**src/rtl/core/pba_pkg.sv**
```systemverilog
// Shared types and constants of the pixel bin averager.
`default_nettype none

package pba_pkg;

  // Fixed field widths
  localparam int BIN_W   = 12;
  localparam int VALUE_W = 32;
  localparam int SUM_W   = 48;
  localparam int CFG_W   = 13;

  // Divider step counter covers one step per dividend bit
  localparam int DIV_STEP_W = $clog2(SUM_W);

  // bins_in_use after reset
  localparam logic [CFG_W-1:0] BINS_RESET = 13'd4096;

  // Request function codes
  localparam logic FUNC_ACC  = 1'b0;
  localparam logic FUNC_READ = 1'b1;

  // Commands from the controller to the datapath
  typedef struct packed {
    logic in_ready;
    logic load_item;
    logic clr_write;
    logic acc_write;
    logic rd_capture;
    logic rd_clear;
    logic div_start;
    logic out_load;
  } pba_cmd_t;

  // Status from the datapath to the controller
  typedef struct packed {
    logic in_valid;
    logic clr_last;
    logic is_read;
    logic acc_drop;
    logic rd_beyond;
    logic cnt_zero;
    logic div_busy;
    logic out_free;
  } pba_stat_t;

endpackage

`default_nettype wire

```
**src/rtl/core/pba_ctrl.sv**
```systemverilog
// Controller: sequences clearing pass, accumulate, read-out and result hand-off.
`default_nettype none

module pba_ctrl (
  input  wire logic                 clk_i,
  input  wire logic                 rst_ni,
  input  wire pba_pkg::pba_stat_t   stat_i,
  output pba_pkg::pba_cmd_t         cmd_o
);
  import pba_pkg::*;

  localparam logic [2:0] S_CLEAR = 3'd0;
  localparam logic [2:0] S_IDLE  = 3'd1;
  localparam logic [2:0] S_EVAL  = 3'd2;
  localparam logic [2:0] S_DIV   = 3'd3;
  localparam logic [2:0] S_OUT   = 3'd4;

  logic [2:0] state_q, state_d;

  always_comb begin
    state_d = state_q;
    cmd_o   = '0;
    unique case (state_q)
      S_CLEAR: begin
        cmd_o.clr_write = 1'b1;
        if (stat_i.clr_last) begin
          state_d = S_IDLE;
        end
      end
      S_IDLE: begin
        cmd_o.in_ready = 1'b1;
        if (stat_i.in_valid) begin
          cmd_o.load_item = 1'b1;
          state_d         = S_EVAL;
        end
      end
      S_EVAL: begin
        if (!stat_i.is_read) begin
          // fill indices are dropped
          cmd_o.acc_write = !stat_i.acc_drop;
          state_d         = S_IDLE;
        end else begin
          cmd_o.rd_capture = 1'b1;
          if (stat_i.rd_beyond) begin
            state_d = S_OUT;
          end else begin
            cmd_o.rd_clear = 1'b1;
            if (stat_i.cnt_zero) begin
              state_d = S_OUT;
            end else begin
              cmd_o.div_start = 1'b1;
              state_d         = S_DIV;
            end
          end
        end
      end
      S_DIV: begin
        if (!stat_i.div_busy) begin
          state_d = S_OUT;
        end
      end
      S_OUT: begin
        if (stat_i.out_free) begin
          cmd_o.out_load = 1'b1;
          state_d        = S_IDLE;
        end
      end
      default: begin
        state_d = S_IDLE;
      end
    endcase
  end

  always_ff @(posedge clk_i or negedge rst_ni) begin
    if (!rst_ni) begin
      state_q <= S_CLEAR;
    end else begin
      state_q <= state_d;
    end
  end

endmodule

`default_nettype wire

```
**config.mk**
```make
export PLATFORM = sky130hd
export DESIGN_NAME = pba_ctrl
export DESIGN_NICKNAME = d
export VERILOG_FILES = /design/src/rtl/core/pba_pkg.sv /design/src/rtl/core/pba_ctrl.sv
export SDC_FILE = /design/constraint.sdc
export NUM_CORES = 1
export LEC_CHECK = 0
export ABC_AREA = 1
export BUFFER_PORTS_ARGS = -buffer_cell sky130_fd_sc_hd__clkbuf_2
export CAP_MARGIN = 20
export CORE_AREA = 2 2 39 41
export DETAILED_ROUTE_END_ITERATION = 8
export DIE_AREA = 0 0 41 43
export GPL_TIMING_DRIVEN = 1
export HOLD_SLACK_MARGIN = 0.03
export PLACE_DENSITY = 0.52
export SETUP_SLACK_MARGIN = 0.5
export SYNTH_ARGS = -nofsm -noshare
export SYNTH_HDL_FRONTEND = slang
export SYNTH_SLANG_ARGS = --single-unit
```
**constraint.sdc**
```tcl
create_clock -name clk_i -period 1 [get_ports clk_i]
set_input_delay 0.2 -clock clk_i [delete_from_list [all_inputs] [get_ports clk_i]]
set_output_delay 0.2 -clock clk_i [all_outputs]
set_load 0.01 [all_outputs]
```
After elaboration in Yosys (flattened, before gate mapping)
Index checks and enable logic that the tools add are counted.
Cells by class
  $add $sub $neg: 0
  multiply operators: 0
  div/mod/pow operators: 0
  magnitude comparators: 0
  equal/unequal tests: 8
  shift operators: 0
  multiplexer cells: 18
  bitwise gates (word level): 0
  reductions and logical operators: 3
Operator list (count)
  2-to-1 mux 3 bit: 8
  case mux 3 bit (5 select lines): 1
  != test 2 bit (second input constant): 4
  equality test 3 x 2 -> 1 bit (second input constant): 2
  2-to-1 mux 1 bit: 6
  2-to-1 mux 2 bit: 2
  2-to-1 mux 4 bit: 1
  AND reduction 4 bit: 1
  equality test 3 x 1 -> 1 bit (second input constant): 1
  equality test 3 bit (second input constant): 1
  zero test 3 bit: 1
  zero test 1 bit: 1
Storage, ports and cells
  register bits after elaboration: 3
  bits in latches: 0
  bits in writable memories: 0
  memory bits (read-only): 0
  bits of input ports: 10
  output and inout bits: 8
  word-level logic and storage cells: 30
  memories: 0

Depth between registers and ports, before layout
  word-level depth: 4
  depth in mapped cells: 7
  depth with buffers taken out: 7

Worst setup path after synthesis
OpenSTA, ideal clock, no wires.
  kind: reg-to-output
  start point: reg state_q[2]
  end point: out cmd_o[2] in the netlist's numbering
  arrival: 0.901 ns
  data required time: 0.800 ns
  setup slack: -0.101 ns
  cell stages (with the launch flop): 4
  path buffers: 0
  path through: dfrtp_1 > nor2_2 > nand2_1 > nor3_1
RTL lines
  start, declared: line pba_ctrl.sv:18  | logic [2:0] state_q, state_d;
  start signal, assigned: line pba_ctrl.sv:78  | state_q <= state_d;
  end, declared: line pba_ctrl.sv:8  | output pba_pkg::pba_cmd_t cmd_o

==> run metrics <==
Post-Syn Area 256 sq um; Setup CP Type reg -> out; CTS tree yes; syn avg cell area 5.83 sq um; gr usage total 10.9%; grt total ovfl 0; Pwr Total 1.60 mW; Root Buffer clkbuf_4; most common cell after layout, fill and taps aside nand2_1; largest net degree at the start of global routing 5; Clock Skew 2.42 ps; Final Slew Violations 0; CP Max Fanout 3; Critical Path Start Type register; die extent in y 43 microns; count of buffers from port buffering 17; worst skew pair latency 230 ps; Via Count 377; RSZ-0062 raised after global routing true; Biggest register state_q; Clock Power Share 13.0%; final-stage net count 88; Die ar. 1760 sq um; register bit total from synthesis 3; Pwr Density 2900 nW/um^2; CTS Buffer Depth 2; Hold Path Class in -> async; CP Data Arrival Time 1140 ps; combinational share of power 70.6%; slew margin rel. 84.6%; Pleak 0.327 nW; FMAX 0.748 GHz; DR vias/cell 4.05; slowest cell on the critical path dfrtp_2; vias in the first global route 355; CTS Buf Count 3; Final Cycle Share 134%; number of DRC markers in iteration 0 6; net count after synthesis 54; DR WL/cell 8.56 microns; cells after synthesis 44; global-route wire length before repair 1220 microns; max FFs per register 3; number of setup violations in the final report 11; final WL 796 microns; crit path time final 1340 ps; Diodes inserted 0; core area 1380 sq um; HPWL after DPL 647 microns; max cap viols 0; register share of total power 16.4%; Final Hold Vio Count 0; status finished, violations left; # placed instances 84; Worst-path clk slew 40 ps; I/O Pins 18; H-tree levels 1; CP peak stage delay 440 ps; DR pass1 iterations 4; Internal 0.890 mW; DRC 0; Hold WS 297 ps; dpl ws -148 ps; Post-DRT Antenna Nets 0; Slew @ Worst Pin 230 ps; Crit. End Element output port; layout cells sized above 1 63.6%; peak supply drop 0.000812 V; initial antenna violation count 0; Yosys warning count 0; clk sinks 3; violations in the final reports setup timing; setup TNS -2970 ps; Initial Utilization 18.5%; # rows 14; Psw 0.715 mW; Top Registers state_q x3; count of cell types in the netlist 13; die width 41 microns; setup ws final -337 ps; register area share after synthesis 29.3%; Critical Path RT 800 ps; final std cells w/o fill 93; Layout area overhead 116%; most frequent cells in the layout nand2_1 (10), clkbuf_2 (9), buf_4 (9); GPL Wtd Cong 0.733; CP Cell Sequence nor2_4 > nand2_4 > nor3_2 > buf_2; worst reg-to-reg path cell count 7; Net Sw Frac 44.6%
[synth_stat cells (all sizes together)]
cell | count | area [sq um]
o21ai | 1 | 5.00
nand3b | 1 | 7.51
inv | 9 | 33.8
a21oi | 1 | 5.00
nor3 | 3 | 15.0
nand2 | 12 | 45.0
nand3 | 3 | 15.0
nand4 | 2 | 12.5
o211ai | 1 | 7.51
dfrtp | 3 | 75.1
nor2 | 8 | 35.0
[worst max-delay path: cells and delay by family (launching register included)]
| kind | cells | cell delay, ps |
|---|---|---|
| buffers and inverters | 1 | 140 |
| AND/OR/NAND/NOR | 3 | 330 |
| flip-flops | 1 | 440 |
[power groups by stage]
stage	Sequential, mW	Combinational, mW	Clock (mW)
global placement	0.251	0.876	0
detailed placement	0.252	0.878	0
floorplan	0.251	0.539	0
global route	0.269	1.26	0.231
CTS	0.263	1.07	0.224
finish	0.263	1.13	0.209
[cell families after synthesis]
kind of cell           after synthesis  synth area share [%]
DFF                                  3                  29.3
buffers and inverters                9                  13.2
and+or+nand+nor                     29                  50.7
AOI/OAI and AO/OA                    3                  6.83
[metrics by stage]
stage	instance area (sq um)	utilization, %
3_5_place_dp	449	32.5
6_report	553	40.0
5_1_grt	553	40.0
2_1_floorplan	292	-
4_1_cts	536	38.7
3_3_place_gp	449	32.5
[per-layer routing]
metal,up-vias,global-route usage [%],wire [microns]
li1,205,-,-
met1,160,11.6,353
met2,12,15.9,394
met3,0,1.57,48
met4,0,12.0,0
met5,-,0,0
[final timing paths]
path	end	startpoint	slack, ps
worst max-delay path	cmd_o[4]	state_q[2]	-340
worst min-delay path	state_q[0]	rst_ni	300
worst max register to register	state_q[2]	state_q[0]	-180
worst min register to register	state_q[2]	state_q[2]	640
max in group asynchronous	state_q[2]	rst_ni	580
min in group clk_i	state_q[2]	stat_i[0]	300
[repair_timing]
item / in CTS / in global routing
pin swaps: 11 / 4
hold buffers: 1 / 0
hold endpoints to repair: 3 / 0
resized for setup: 8 / 10
gates cloned: 0 / 0
setup endpoints to repair: 11 / 11
buffers inserted: 3 / 1
[layout make-up]
cell class	count	area (sq um)
clock buffers	4	26.3
fillers	157	831
inverters	9	33.8
multi-input cells	32	205
flip-flops and latches	3	76.3
well taps	16	20.0
repair buffers	29	191
No activity file was read; power rests on OpenSTA's default activity.
